`src/hdl/kdb_pkg.sv`:
```
package kdb_pkg;

  localparam int FIFO_DEPTH_DEFAULT = 16;

  localparam logic [7:0] CODE_K1_UP = 8'h10;
  localparam logic [7:0] CODE_K2_UP = 8'h20;
  localparam logic [7:0] CODE_K1_DN = 8'h11;
  localparam logic [7:0] CODE_K2_DN = 8'h21;
  localparam logic [7:0] CODE_NONE  = 8'h00;

  localparam logic [1:0] EV_NONE    = 2'd0;
  localparam logic [1:0] EV_PRESS   = 2'd1;
  localparam logic [1:0] EV_RELEASE = 2'd2;

  localparam logic [1:0] REG_DUAL_PULL   = 2'd0;
  localparam logic [1:0] REG_BUFFER_REL  = 2'd1;
  localparam logic [1:0] REG_PRESS_DELAY = 2'd2;
  localparam logic [1:0] REG_HOLD_FLOOR  = 2'd3;

  localparam logic [7:0] PRESS_DELAY_RESET = 8'd10;
  localparam logic [7:0] HOLD_FLOOR_RESET  = 8'd5;
  localparam logic [7:0] DELAY_RESET       = 8'hFF;

  typedef struct packed {
    logic       dual_pull_scan;
    logic       buffer_releases;
    logic [7:0] press_delay;
    logic [7:0] hold_floor;
  } cfg_t;

  // classified item handed from front to back
  typedef struct packed {
    logic       is_read;
    logic [7:0] key;
  } op_t;

endpackage

```
`src/hdl/kdb_front.sv`:
```
module kdb_front
  import kdb_pkg::*;
(
  input  logic clk,
  input  logic rst,
  input  cfg_t cfg,
  input  logic in_valid,
  output logic in_ready,
  input  logic req_type,
  input  logic key1_pullup_level,
  input  logic key2_pullup_level,
  input  logic key1_pulldown_level,
  input  logic key2_pulldown_level,
  output logic op_valid,
  input  logic op_ready,
  output op_t  op
);

  op_t        op_in;
  op_t        q [2];
  logic       wr_ptr;
  logic       rd_ptr;
  logic [1:0] count;
  logic       push;
  logic       pop;

  // key code, later check wins
  always_comb begin
    op_in.is_read = req_type;
    op_in.key = CODE_NONE;
    if (!key1_pullup_level) op_in.key = CODE_K1_UP;
    if (!key2_pullup_level) op_in.key = CODE_K2_UP;
    if (cfg.dual_pull_scan) begin
      if (key1_pulldown_level) op_in.key = CODE_K1_DN;
      if (key2_pulldown_level) op_in.key = CODE_K2_DN;
    end
  end

  assign in_ready = (count != 2'd2);
  assign push     = in_valid && in_ready;
  assign op_valid = (count != 2'd0);
  assign pop      = op_valid && op_ready;
  assign op       = q[rd_ptr];

  always_ff @(posedge clk) begin
    if (push) q[wr_ptr] <= op_in;
  end

  always_ff @(posedge clk) begin
    if (rst) begin
      wr_ptr <= 1'b0;
      rd_ptr <= 1'b0;
      count  <= 2'd0;
    end else begin
      if (push) wr_ptr <= !wr_ptr;
      if (pop) rd_ptr <= !rd_ptr;
      if (push && !pop) count <= count + 2'd1;
      else if (pop && !push) count <= count - 2'd1;
    end
  end

endmodule

```
`src/hdl/kdb_back.sv`:
```
module kdb_back
  import kdb_pkg::*;
#(
  parameter int FIFO_DEPTH = FIFO_DEPTH_DEFAULT
) (
  input  logic       clk,
  input  logic       rst,
  input  cfg_t       cfg,
  input  logic       op_valid,
  output logic       op_ready,
  input  op_t        op,
  output logic       out_valid,
  input  logic       out_ready,
  output logic [1:0] event_kind,
  output logic [7:0] key_code,
  output logic [7:0] read_code,
  output logic       fifo_empty,
  output logic       push_dropped
);

  localparam int PTR_W = $clog2(FIFO_DEPTH);
  localparam int CNT_W = $clog2(FIFO_DEPTH + 1);
  localparam logic [PTR_W-1:0] PTR_LAST = PTR_W'(FIFO_DEPTH - 1);
  localparam logic [CNT_W-1:0] CNT_FULL = CNT_W'(FIFO_DEPTH);

  logic [7:0]       mem [FIFO_DEPTH];
  logic [7:0]       held_code, held_code_next;
  logic [7:0]       delay_count, delay_count_next;
  logic [PTR_W-1:0] read_ptr, write_ptr;
  logic [CNT_W-1:0] fill_count;
  logic             fire;
  logic             pop_en;
  logic             push_en;
  logic [1:0]       kind_next;
  logic [7:0]       code_next;
  logic             empty_next;
  logic             dropped_next;

  assign op_ready = !out_valid || out_ready;
  assign fire     = op_valid && op_ready;

  always_comb begin
    held_code_next   = held_code;
    delay_count_next = delay_count;
    kind_next        = EV_NONE;
    code_next        = CODE_NONE;
    empty_next       = 1'b0;
    dropped_next     = 1'b0;
    pop_en           = 1'b0;
    push_en          = 1'b0;
    if (op.is_read) begin
      if (fill_count != '0) pop_en = 1'b1;
      else empty_next = 1'b1;
    end else if (op.key != CODE_NONE) begin
      if (held_code != op.key) begin
        held_code_next   = op.key;
        delay_count_next = cfg.press_delay;
        kind_next        = EV_PRESS;
        code_next        = op.key;
      end else if (delay_count > cfg.hold_floor) begin
        delay_count_next = delay_count - 8'd1;
      end
    end else if (held_code != CODE_NONE) begin
      if (delay_count != 8'd0) begin
        delay_count_next = delay_count - 8'd1;
      end else begin
        if (cfg.buffer_releases) begin
          if (fill_count == CNT_FULL) dropped_next = 1'b1;
          else push_en = 1'b1;
        end
        kind_next      = EV_RELEASE;
        code_next      = held_code;
        held_code_next = CODE_NONE;
      end
    end
  end

  always_ff @(posedge clk) begin
    if (fire && push_en) mem[write_ptr] <= held_code;
  end

  // output payload, read data registered here
  always_ff @(posedge clk) begin
    if (fire) begin
      event_kind   <= kind_next;
      key_code     <= code_next;
      read_code    <= pop_en ? mem[read_ptr] : CODE_NONE;
      fifo_empty   <= empty_next;
      push_dropped <= dropped_next;
    end
  end

  always_ff @(posedge clk) begin
    if (rst) begin
      out_valid   <= 1'b0;
      held_code   <= CODE_NONE;
      delay_count <= DELAY_RESET;
      read_ptr    <= '0;
      write_ptr   <= '0;
      fill_count  <= '0;
    end else begin
      if (fire) out_valid <= 1'b1;
      else if (out_ready) out_valid <= 1'b0;
      if (fire) begin
        held_code   <= held_code_next;
        delay_count <= delay_count_next;
        if (pop_en) begin
          read_ptr   <= (read_ptr == PTR_LAST) ? '0 : read_ptr + PTR_W'(1);
          fill_count <= fill_count - CNT_W'(1);
        end
        if (push_en) begin
          write_ptr  <= (write_ptr == PTR_LAST) ? '0 : write_ptr + PTR_W'(1);
          fill_count <= fill_count + CNT_W'(1);
        end
      end
    end
  end

endmodule

```
`src/hdl/key_debounce_with_event_fifo.sv`:
```
// Two-button key debouncer with release delay and a buffer of release codes.
// Input channel (in_valid/in_ready): req_type 0 is a scan tick carrying the
// four pin samples, req_type 1 reads the oldest buffered key code.
// Output channel (out_valid/out_ready): exactly one result item per input
// item, in order: press/release event and code for a scan, popped code or
// fifo_empty for a read, push_dropped when a release met a full buffer.
// Configuration: cfg_we writes cfg_data into register cfg_index (0 dual
// pull scan, 1 buffer releases, 2 press delay, 3 hold floor); write only
// while no item is in flight.
// An accepted item passes through the two-entry queue and then the back end's
// output register before out_valid rises; throughput is one item per cycle
// while the receiver does not stall, set by the state update in the back end,
// which also owns the single-port key buffer with its registered read.
// A two-entry queue separates classification from the back end; when the
// receiver stalls the output register holds, the queue fills and in_ready
// drops after at most two more items.
// Synchronous reset empties the queue and output, clears the held key,
// sets the delay counter to 255 and restores register defaults; buffer
// contents are not cleared, the fill count makes them unreadable.
module key_debounce_with_event_fifo
  import kdb_pkg::*;
#(
  parameter int FIFO_DEPTH = FIFO_DEPTH_DEFAULT
) (
  input  logic       clk,
  input  logic       rst,
  input  logic       in_valid,
  output logic       in_ready,
  input  logic       req_type,
  input  logic       key1_pullup_level,
  input  logic       key2_pullup_level,
  input  logic       key1_pulldown_level,
  input  logic       key2_pulldown_level,
  output logic       out_valid,
  input  logic       out_ready,
  output logic [1:0] event_kind,
  output logic [7:0] key_code,
  output logic [7:0] read_code,
  output logic       fifo_empty,
  output logic       push_dropped,
  input  logic       cfg_we,
  input  logic [1:0] cfg_index,
  input  logic [7:0] cfg_data
);

  cfg_t cfg;
  logic op_valid;
  logic op_ready;
  op_t  op;

  always_ff @(posedge clk) begin
    if (rst) begin
      cfg.dual_pull_scan  <= 1'b0;
      cfg.buffer_releases <= 1'b1;
      cfg.press_delay     <= PRESS_DELAY_RESET;
      cfg.hold_floor      <= HOLD_FLOOR_RESET;
    end else if (cfg_we) begin
      case (cfg_index)
        REG_DUAL_PULL:   cfg.dual_pull_scan  <= cfg_data[0];
        REG_BUFFER_REL:  cfg.buffer_releases <= cfg_data[0];
        REG_PRESS_DELAY: cfg.press_delay     <= cfg_data;
        REG_HOLD_FLOOR:  cfg.hold_floor      <= cfg_data;
        default: ;
      endcase
    end
  end

  kdb_front u_front (
    .clk                 (clk),
    .rst                 (rst),
    .cfg                 (cfg),
    .in_valid            (in_valid),
    .in_ready            (in_ready),
    .req_type            (req_type),
    .key1_pullup_level   (key1_pullup_level),
    .key2_pullup_level   (key2_pullup_level),
    .key1_pulldown_level (key1_pulldown_level),
    .key2_pulldown_level (key2_pulldown_level),
    .op_valid            (op_valid),
    .op_ready            (op_ready),
    .op                  (op)
  );

  kdb_back #(
    .FIFO_DEPTH (FIFO_DEPTH)
  ) u_back (
    .clk          (clk),
    .rst          (rst),
    .cfg          (cfg),
    .op_valid     (op_valid),
    .op_ready     (op_ready),
    .op           (op),
    .out_valid    (out_valid),
    .out_ready    (out_ready),
    .event_kind   (event_kind),
    .key_code     (key_code),
    .read_code    (read_code),
    .fifo_empty   (fifo_empty),
    .push_dropped (push_dropped)
  );

endmodule

```
`config.mk`:
```
export PLATFORM = sky130hd
export DESIGN_NAME = key_debounce_with_event_fifo
export DESIGN_NICKNAME = d
export VERILOG_FILES = /design/src/hdl/kdb_pkg.sv /design/src/hdl/kdb_front.sv /design/src/hdl/kdb_back.sv /design/src/hdl/key_debounce_with_event_fifo.sv
export SDC_FILE = /design/constraint.sdc
export NUM_CORES = 1
export LEC_CHECK = 0
export ABC_AREA = 1
export ABC_CLOCK_PERIOD_IN_PS = 3200
export BUFFER_PORTS_ARGS = -buffer_cell sky130_fd_sc_hd__buf_2
export CORE_MARGIN = 5
export CORE_UTILIZATION = 45
export DETAILED_ROUTE_END_ITERATION = 7
export SYNTH_ARGS = -nofsm -noshare
export SYNTH_HDL_FRONTEND = slang
export SYNTH_HIERARCHICAL = 1
export SYNTH_SLANG_ARGS = --single-unit
```
`constraint.sdc`:
```
create_clock -name clk -period 3.2 [get_ports clk]
set_input_delay 0.48 -clock clk [delete_from_list [all_inputs] [get_ports clk]]
set_output_delay 0.48 -clock clk [all_outputs]
set_load 0.02 [all_outputs]
```
Word-level counts from Yosys, hierarchy flattened

Memory sizes are Yosys's and may differ from the RTL's. A register that Yosys moved wholly into a read port is not among the register bits.
Index checks and enable logic that the tools add are counted.

$add $sub $neg: 7
$lt $le $gt $ge: 1
Equality and inequality tests: 11
Mux-type cells: 46
Bitwise operators: 3
Reductions and logical operators: 33

Operators by type and width:

| cell                | count |
|---|---|
| $mux 8              | 14 |
| $reduce_bool 8->1   | 3 |
| $mux 1              | 19 |
| $mux 6              | 3 |
| $mux 5              | 3 |
| $reduce_and 2->1    | 7 |
| $reduce_bool 2->1   | 6 |
| $mux 2              | 5 |
| $reduce_and 5->1    | 2 |
| $add 4x1->4 const B | 2 |
| $eq 4x4->1 const B  | 2 |
| $gt 8x8->1          | 1 |
| $mux 4              | 2 |
| $ne 8x8->1          | 1 |
| $sub 8x1->8 const B | 1 |
| $logic_not 1->1     | 6 |
| $add 5x1->5 const B | 1 |
| $eq 5x5->1 const B  | 1 |
| $logic_and 1x1->1   | 5 |
| $reduce_bool 5->1   | 1 |
| $reduce_or 5->1     | 1 |
| $sub 5x1->5 const B | 1 |
| $eq 2x2->1 const B  | 2 |
| $ne 2x2->1 const B  | 2 |
| 8 further kinds     | 10 |

Register bits: 64
Memory bits (writable): 146
Input port bits: 20
Output and inout port bits: 22
Word-level logic and storage cells: 120
Memories kept: 2

Memories:

| memory     | depth | width | read ports | clocked after Yosys merged registers in | write ports | RTL line        | text |
|---|---|---|---|---|---|---|---|
| u_back.mem | 16    | 8     | 1          | 1                                       | 1           | kdb_back.sv:26  | `logic [7:0] mem [FIFO_DEPTH];` |
| u_front.q  | 2     | 9     | 1          | 1                                       | 1           | kdb_front.sv:20 | `op_t q [2];` |

Logic depth before layout (Yosys ltp)

Gate-level depths: netlist of run 1.

Word-level depth: 10
Mapped depth: 18
Mapped depth without buffers: 18

Modules after synthesis

The synthesis of run 1 kept the hierarchy.

Modules (own cells, without submodules):

| module                       | instances | cells each | area each (µm²) | seq. area each (µm²) |
|---|---|---|---|---|
| kdb_back                     | 1         | 740        | 7851.3          | 5044.8 |
| key_debounce_with_event_fifo | 1         | 111        | 759.5           | 360.3 |
| kdb_front                    | 1         | 62         | 610.6           | 340.3 |

Worst setup path after synthesis of run 1

OpenSTA, ideal clock, no wires.

Kind: reg-to-reg
Start point: register (tool-made name)
End point: register u_back.fill_count[4]
Setup time: 0.115 ns
Data arrival time: 2.320 ns
Data required time: 3.085 ns
Path slack: 0.765 ns
Cell stages (with the launch flop): 17
Path buffers: 0
Clock period less this slack: 2.435 ns
Path through: dfxtp_1 > mux2_2 > nor2_2 > nand2_2 > nor2_4 > nand3_4 > nor2_4 > inv_2 > ha_1 > inv_1 > o21ai_0 > a21oi_1 > nand3_1 > nand2_1 > inv_1 > a21oi_1 > nor2_1

RTL lines:

| what                 | RTL line        | text |
|---|---|---|
| to (signal assigned) | kdb_back.sv:109 | `fill_count <= fill_count - CNT_W'(1);` |
| to (signal assigned) | kdb_back.sv:113 | `fill_count <= fill_count + CNT_W'(1);` |
| to (decl)            | kdb_back.sv:30  | `logic [CNT_W-1:0] fill_count;` |

==> metrics.yaml, run 1 <==
p_leak_nw: 4.089
startpoint_type: "flop"
p_comb_frac: 0.214
initial_core_util: 0.4557
hold_viol_final: 0
critical_path_class: "flop to flop"
synth-xor-area-share: 0.01045
irDropWorstVdd_uv: 525.4
dp_hpwl_um: 14000
p_sw_frac: 0.3001
firstDrtPassIters: 5
path_clk_slew_ns: 0.06
ys_ff_latch: 209
netlist_top_cells_count: "167 x nor2_1, 156 x edfxtp_1, 146 x nand2_1"
synth-seq-area-share: 0.6231
synthFlopType: "edfxtp_1"
avgViaCountPerCell: 5.168
cp_cell_sequence: "mux2_2 -> nor2_2 -> nand2_2 -> nor2_4 -> nand3_4 -> nor2_4 -> inv_2 -> nor2_4 -> nand2_1 -> nor2_1"
worst_pin_slew_ns: 0.8422
place_inst: 1221
status: "complete, no violations"
ant_nets: 0
die-area_um2: 23450
holdWs_ns: 0.1735
cts_resized: 0
syn_to_final_growth_pct: 13.60
io_pins: 42
fmax_mhz: 358.8
powerDensity_nw_per_um2: 719.1
synth_area_per_cell_um2: 10.10
cts_buffers: 22
netlist_area_um2: 9221
cts.root.buffer_cell: "clkbuf_16"
setup_viol: 0
die_w_um: 153.2
wl_per_cell_um: 16.73
synth_most_common_cell: "nor2_1"
synth-simple-area-share: 0.1791
crit_buf_inv: 1
drt_drc_violations_left: 0
synthCells: 913
cp_max_fo: 8
slowest_stage: "nor2_1"
worstPathArrival_ns: 2.91
drt-initial-drc-count: 507
cap_violations: 0
synth_top_family_by_area: "simple AND/OR/NAND/NOR gates"
fp.dieH_um: 153.2
drive_gt1_frac: 0.1384
antenna_found_initial: 0
synth.distinct_cells: 38
grt_pass1_wl_um: 33430
final_util: 0.5177
finalMaxSlewViolations: 0
pwr-share-seq: 0.472
ys_top_cells_by_area: "edfxtp_1 51%, dfxtp_1 12%, nor2_1 6.8%"
port_buffers: 41
synth_top_area_frac: 0.5080
clock_skew_ns: 0.02450
clockBufferDepth: 3
post_dp_cell_area_um2: 9799
core_region_area_um2: 20230
relSlewSlack: 0.4378
grt_max_degree: 56
end_kind: "flop"
cts_sinks: 209
yosysWarnings: 6
intPower_w: 0.005272
nNetsFinal: 1015
synth_mux_area_frac: 0.004885
hp-class: "input port to flop"
required_ns: 3.32
p_sw_w: 0.002261
clkPwrFrac: 0.315
cpLargestDelayFamily: "simple AND/OR/NAND/NOR gates"
num_antenna_cells: 0
postCtsHoldBufs: 0
h-tree-depth: 1
insertion_delay_ns: 0.51
cpPeakStageDelay_ns: 0.55
synth_compound_area_frac: 0.1007
synth_area_leader_cell: "edfxtp_1"
async_flop_share: 0
wl_um: 21090
grt_pass1_vias: 6169
rows: 52
stdcell_count: 1260
cts_tree: "yes"
path_common_cell: "nor2_4"
synth-edff-count: 156
grt_overflow: 0
final_area_um2: 10480
synthAdderAreaFrac: 0.02795
fin_crit_ns: 2.787
post-route-period-util: 0.8710
vias: 6512
rsz0062_at_grt: "false"
finalSetupTns_ns: 0
place_congestion: 0.8582
cts_setup_buffers: 0
track_usage: 0.1779
==> worst paths after layout <==
check | startpoint | end | slack [ns] | cells past startpoint
min reg2reg | cfg[2] | cfg[2] | 0.48 | 2
max reg2reg | flop | u_back/mem[1][2] | 0.41 | 10
min | req_type | u_front/q[0][6] | 0.17 | 1
max | flop | u_back/mem[1][2] | 0.41 | 10
==> routing by layer <==
| layer | track usage | wire, um | vias to the layer above |
|---|---|---|---|
| li1 | - | - | 3233 |
| met3 | 0.02742 | 1342 | 34 |
| met2 | 0.2824 | 9510 | 205 |
| met1 | 0.2529 | 9691 | 3040 |
| met4 | 0.05685 | 540 | 0 |
| met5 | 0 | 0 | - |
==> per-stage QoR <==
stage	worst slack, ns	power (W)
floorplan	0.7647	0.004604
global placement	0.5217	0.005219
detailed placement	0.4388	0.005226
CTS	0.4067	0.007597
global route	0.1508	0.007922
finish	0.4129	0.007533
==> power groups by stage <==
stage                     sequential, W  clock [W]  combinational [W]
after floorplan                 0.00388          0           0.000727
after global placement          0.00361          0            0.00161
after detailed placement        0.00361          0            0.00162
after CTS                       0.00356    0.00241            0.00162
after global routing            0.00359    0.00256            0.00178
final                           0.00355    0.00237            0.00161
==> flip-flops by register name (all words and copies together), names as in the netlist, 2 cells and up, named ones only <==
signal and cells:
cfg 18, u_back/read_code 8, u_back/fill_count 5, u_back/delay_count 8, u_front/q 8, u_front/count 2, u_back/held_code 8, u_back/event_kind 2
u_back/write_ptr 4, u_back/key_code 8, u_back/mem 128, u_back/read_ptr 4
==> cells in the final DEF (no fill, tap or decap), types with 4 or more instances in the layout <==
master | Yosys | layout
a21oi_1 | 20 | 20
a31oi_1 | 8 | 8
a32o_1 | 4 | 4
buf_2 | 4 | 41
buf_4 | 5 | 25
clkbuf_1 | 18 | 5
clkbuf_16 | 0 | 23
clkinv_2 | 1 | 7
conb_1 | 1 | 5
dfxtp_1 | 53 | 52
edfxtp_1 | 156 | 156
ha_1 | 19 | 19
inv_1 | 78 | 78
inv_2 | 5 | 5
mux2_2 | 4 | 4
nand2_1 | 146 | 146
nand2_2 | 9 | 9
nand3_1 | 28 | 28
nand3_2 | 4 | 4
nand3b_1 | 4 | 4
nand4_1 | 10 | 10
nor2_1 | 167 | 167
nor2_2 | 5 | 5
nor2_4 | 4 | 4
nor3_1 | 4 | 4
o211ai_1 | 14 | 14
o21ai_0 | 91 | 91
o22ai_1 | 24 | 24
xnor2_1 | 6 | 6
xor2_1 | 5 | 5
==> logic make-up (layout without fill, tap and decap cells) <==
group / after synthesis / count (layout)
buffers and inverters: 118 / 191
DFF: 209 / 209
AOI/OAI and AO/OA: 165 / 165
adders and majority gates: 20 / 20
muxes: 4 / 4
other: 1 / 5
xor gates and xnor gates: 11 / 11
and+or+nand+nor: 385 / 385
==> final cells by class <==
class                      count  area [um^2]
fill                        1859         9759
sequential                   209         5747
multi-input combinational    590         2998
clock buffer                  33        645.6
timing repair buffer          66        392.9
tap                          270        337.8
inverter                      86        324.1
clock inverter                 6        30.03
Power figures use the tool's default switching activity.
==> inputs of run 2 (changes only) <==
REMOVE_ABC_BUFFERS = 1   (was not set)
==> metrics.yaml, run 2 (synthesized netlist as in run 1, its figures left out) <==
grt_max_degree: 68  # +21%
dp_hpwl_um: 14070  # +0.55%
intPower_w: 0.005392  # +2.3%
final_area_um2: 10560  # +0.85%
stdcell_count: 1267  # +0.56%
rsz0062_at_grt: "false"
cts_resized: 0  # unchanged
cp_cell_sequence: "mux2_2 -> nor2_1 -> nand2_1 -> nor2_4 -> nand3_4 -> nor2_4 -> inv_2 -> nor2_4 -> nand2_1 -> nor2_1"
postCtsHoldBufs: 0  # unchanged
wl_per_cell_um: 16.56  # -1.1%
rows: 52  # unchanged
post_dp_cell_area_um2: 9829  # +0.31%
final_common_cell: "nor2_1"
fill_cells: 1831  # -1.5%
firstDrtPassIters: 5  # unchanged
pwr-share-seq: 0.461  # -0.011
cts_buffers: 23  # +4.5%
track_usage: 0.1788  # +0.0008716
end_kind: "flop"
die-area_um2: 23450  # unchanged
grt_pass1_wl_um: 33710  # +0.83%
fmax_mhz: 362.0  # +0.89%
cts_sinks: 209  # unchanged
ant_nets: 0  # unchanged
insertion_delay_ns: 0.51  # about the same
hold_viol_final: 0  # unchanged
p_sw_frac: 0.3020  # +0.001841
finalSetupTns_ns: 0  # unchanged
io_pins: 42  # unchanged
worstPathArrival_ns: 2.89  # -0.02 ns
worst_pin_slew_ns: 0.7726  # -0.06956 ns
grt_pass1_vias: 6256  # +1.4%
avgViaCountPerCell: 5.113  # -1.1%
largest_reg_flops: 128  # unchanged
clkPwrFrac: 0.330  # +0.015
cts_setup_buffers: 0  # unchanged
layout_common_cells: "167 x nor2_1, 156 x edfxtp_1, 146 x nand2_1"
clock_skew_ns: 0.01254  # -0.01196 ns
powerDensity_nw_per_um2: 731.3  # +1.7%
syn_to_final_growth_pct: 14.56
post-route-period-util: 0.8633  # -0.007700
holdWs_ns: 0.1694  # -0.004082 ns
relSlewSlack: 0.4844  # +0.04657
initial_core_util: 0.4557  # unchanged
cts_tree: "yes"
path_common_cell: "nor2_4"
drt-initial-drc-count: 436  # -14%
status: "complete, no violations"
h-tree-depth: 1  # unchanged
cap_violations: 0  # unchanged
p_comb_frac: 0.209  # -0.005
final_util: 0.5221  # +0.004390
clockBufferDepth: 3  # unchanged
wl_um: 20980  # -0.51%
hp-class: "input port to flop"
drt_drc_violations_left: 0  # unchanged
drive_gt1_frac: 0.1424  # +0.004043
die_w_um: 153.2  # unchanged
num_antenna_cells: 0  # unchanged
core_region_area_um2: 20230  # unchanged
fp.dieH_um: 153.2  # unchanged
startpoint_type: "flop"
crit_buf_inv: 1  # unchanged
max_flop_register: "u_back/mem"
required_ns: 3.33  # about the same
setup_viol: 0  # unchanged
reg_top3: "u_back/mem x128, cfg x18"
critical_path_class: "flop to flop"
fin_crit_ns: 2.762  # -0.02464 ns
slowest_stage: "nor2_1"
path_clk_slew_ns: 0.06  # about the same
finalMaxSlewViolations: 0  # unchanged
antenna_found_initial: 0  # unchanged
place_inst: 1225  # +0.33%
cp_max_fo: 8  # unchanged
cts.root.buffer_cell: "clkbuf_16"
vias: 6478  # -0.52%
nNetsFinal: 1020  # +0.49%
port_buffers: 41  # unchanged
cpLargestDelayFamily: "simple AND/OR/NAND/NOR gates"
irDropWorstVdd_uv: 451.7  # -14%
p_sw_w: 0.002333  # +3.2%
grt_overflow: 0  # unchanged
p_leak_nw: 4.123  # +0.84%
place_congestion: 0.8281  # -3.5%
cpPeakStageDelay_ns: 0.54  # about the same
## run 2: cell type report
type	count	area [um^2]	area share
repair buffers	70	422.9	0.04003
multi-input cells	590	2998	0.2838
clock inverters	13	126.4	0.01196
well taps	270	337.8	0.03198
clock buffers	29	608.1	0.05756
flip-flops and latches	209	5747	0.5440
inverters	86	324.1	0.03068
## run 2: routing by layer
layer | up-vias | share of wire | GRT usage
met4 | 0 | 0.023 | 0.05218
met2 | 161 | 0.48 | 0.2910
li1 | 3252 | - | -
met3 | 38 | 0.051 | 0.03082
met1 | 3027 | 0.45 | 0.2479
met5 | - | 0 | 0
## run 2: through the flow
step                      power, W  setup slack [ns]
final                     0.007725            0.4375
after global routing      0.008121            0.2473
after CTS                 0.007802            0.4110
after detailed placement  0.005240            0.4142
after global placement    0.005234            0.5548
after floorplan           0.004595            0.1059
## run 2: worst register-to-register path, stage by stage, from the launching register on
cell     delay, ns
dfxtp_1       0.40
mux2_2        0.40
nor2_1        0.11
nand2_1       0.11
nor2_4        0.16
nand3_4       0.14
nor2_4        0.16
inv_2         0.08
nor2_4        0.15
nand2_1       0.16
nor2_1        0.54
## run 2: final timing paths
path                         startpoint                     to  slack [ns]  depth (start not counted)
setup / recovery                   flop      u_back/mem[13][3]        0.44                         10
hold / removal                 req_type        u_front/q[1][6]        0.17                          1
setup reg to reg                   flop      u_back/mem[13][3]        0.44                         10
hold reg to reg   u_back/delay_count[0]  u_back/delay_count[0]        0.48                          2
## run 2: power groups by stage
stage               sequential (W)  clock (W)  combinational, W
detailed placement         0.00362          0           0.00162
floorplan                  0.00388          0          0.000718
CTS                        0.00356    0.00260           0.00163
global route               0.00359    0.00273           0.00180
global placement           0.00361          0           0.00162
finish                     0.00356    0.00255           0.00162
==> inputs of run 3 (changes only) <==
==> constraint.sdc (replaced) <==
create_clock -name clk -period 3.2 [get_ports clk]
set_input_delay 0.64 -clock clk [delete_from_list [all_inputs] [get_ports clk]]
set_output_delay 0.64 -clock clk [all_outputs]
set_load 0.02 [all_outputs]
==> metrics.yaml, run 3 (synthesized netlist as in run 1, its figures left out) <==
grt_max_degree: 68  # unchanged
min-delay-start: "req_type"
die_w_um: 153.2  # unchanged
postCtsHoldBufs: 0  # unchanged
fmax_mhz: 363.6  # +0.45%
cts.root.buffer_cell: "clkbuf_16"
reg_top3: "u_back/mem x128, cfg x18"
crit_buf_inv: 1  # unchanged
irDropWorstVdd_uv: 397.0  # -12%
startpoint_type: "flop"
final_util: 0.5190  # -0.003092
place_congestion: 0.8359  # +0.94%
cp_max_fo: 8  # unchanged
min_path_cells: 1  # unchanged
setup_viol: 0  # unchanged
port_buffers: 41  # unchanged
cts_resized: 0  # unchanged
dp_hpwl_um: 14140  # +0.51%
p_leak_nw: 4.087  # -0.89%
required_ns: 3.33  # about the same
ant_nets: 0  # unchanged
cpPeakStageDelay_ns: 0.49  # -0.05 ns
clockBufferDepth: 3  # unchanged
critical_path_class: "flop to flop"
io_pins: 42  # unchanged
layout_common_cells: "167 x nor2_1, 156 x edfxtp_1, 146 x nand2_1"
final_common_cell: "nor2_1"
reg2reg_depth: 10  # unchanged
worst-path-stages: 10  # unchanged
place_inst: 1225  # unchanged
avgViaCountPerCell: 5.180  # +1.3%
cts_tree: "yes"
post-route-period-util: 0.8594  # -0.003873
r2r-end: "u_back/mem[13][0]"
path_clk_slew_ns: 0.06  # about the same
wl_per_cell_um: 16.85  # +1.8%
hold_viol_final: 0  # unchanged
core_region_area_um2: 20230  # unchanged
cts_sinks: 209  # unchanged
largest_reg_flops: 128  # unchanged
finalSetupTns_ns: 0  # unchanged
drt_drc_violations_left: 0  # unchanged
cts_setup_buffers: 0  # unchanged
syn_to_final_growth_pct: 13.88
fp.dieH_um: 153.2  # unchanged
stdcell_count: 1263  # -0.32%
max_flop_register: "u_back/mem"
worst_pin_slew_ns: 0.7883  # +0.01567 ns
wl_um: 21290  # +1.5%
cpLargestDelayFamily: "simple AND/OR/NAND/NOR gates"
rsz0062_at_grt: "false"
min_to: "u_front/q[1][6]"
initial_core_util: 0.4557  # unchanged
cts_buffers: 23  # unchanged
vias: 6542  # +0.99%
hp-class: "input port to flop"
cap_violations: 0  # unchanged
nNetsFinal: 1020  # unchanged
track_usage: 0.1789  # about the same
path_common_cell: "nor2_4"
drive_gt1_frac: 0.1360  # -0.006476
worstPathArrival_ns: 2.88  # about the same
h-tree-depth: 1  # unchanged
grt_pass1_vias: 6296  # +0.64%
finalMaxSlewViolations: 0  # unchanged
powerDensity_nw_per_um2: 722.9  # -1.1%
relSlewSlack: 0.4739  # -0.01046
die-area_um2: 23450  # unchanged
p_total_w: 0.007591  # -1.7%
clock_skew_ns: 0.01806  # +0.005523 ns
drt-initial-drc-count: 447  # +2.5%
reg2reg_slack_ns: 0.45  # about the same
num_antenna_cells: 0  # unchanged
slowest_stage: "nor2_1"
antenna_found_initial: 0  # unchanged
firstDrtPassIters: 5  # unchanged
insertion_delay_ns: 0.51  # about the same
grt_overflow: 0  # unchanged
status: "complete, no violations"
fin_crit_ns: 2.750  # -0.01239 ns
cp_cell_sequence: "mux2_2 -> nor2_1 -> nand2_1 -> nor2_4 -> nand3_4 -> nor2_4 -> inv_2 -> nor2_4 -> nand2_1 -> nor2_1"
end_kind: "flop"
rows: 52  # unchanged
grt_pass1_wl_um: 33750  # +0.12%
==> run 3: changes by cell type in the layout (fill, tap and decap cells not counted) <==
cell,change
clkinvlp_4,+1
clkinvlp_2,-1
clkbuf_8,-1
clkinv_1,+3
clkinv_4,-2
clkinv_2,-3
bufinv_16,-1
==> run 3: stage by stage <==
step	setup slack [ns]	area (um^2)	hold WS [ns]
after floorplan	0.1059	9067	0.4420
after global placement	0.5744	9829	0.4579
after detailed placement	0.4708	9829	0.4572
after CTS	0.4629	10500	0.3209
after global routing	0.1942	10500	0.3235
final	0.4499	10500	0.3370
==> run 3: worst max-delay path by stage <==
stage | end | start | slack [ns]
CTS | u_back/mem[13][0] | flop | 0.46
floorplan | u_back/read_code[0] | u_back/read_ptr[0] | 0.11
detailed placement | u_back/mem[13][0] | flop | 0.47
finish | u_back/mem[13][0] | flop | 0.45
global placement | u_back/mem[13][0] | flop | 0.57
global route | u_back/fill_count[4] | flop | 0.19
==> run 3: final cells by class <==
type	instances	area, um^2
well taps	270	337.8
flip-flops and latches	209	5747
multi-input cells	590	2998
repair buffers	70	422.9
fillers	1833	9733
clock buffers	28	594.3
inverters	86	324.1
clock inverters	10	77.57
==> run 3: metal layers <==
layer | global-route usage | share of wire | wire length [um]
met1 | 0.2464 | 0.45 | 9606
met2 | 0.2935 | 0.47 | 9904
met3 | 0.02658 | 0.053 | 1121
met4 | 0.05685 | 0.031 | 653
met5 | 0 | 0 | 0
==> run 3: power breakdown <==
part	switching [W]	internal [W]	total, W	leakage, nW
Clock	0.00101	0.00139	0.00240	0.320
Sequential	0.000148	0.00341	0.00356	1.88
Combinational	0.00116	0.000465	0.00162	1.88
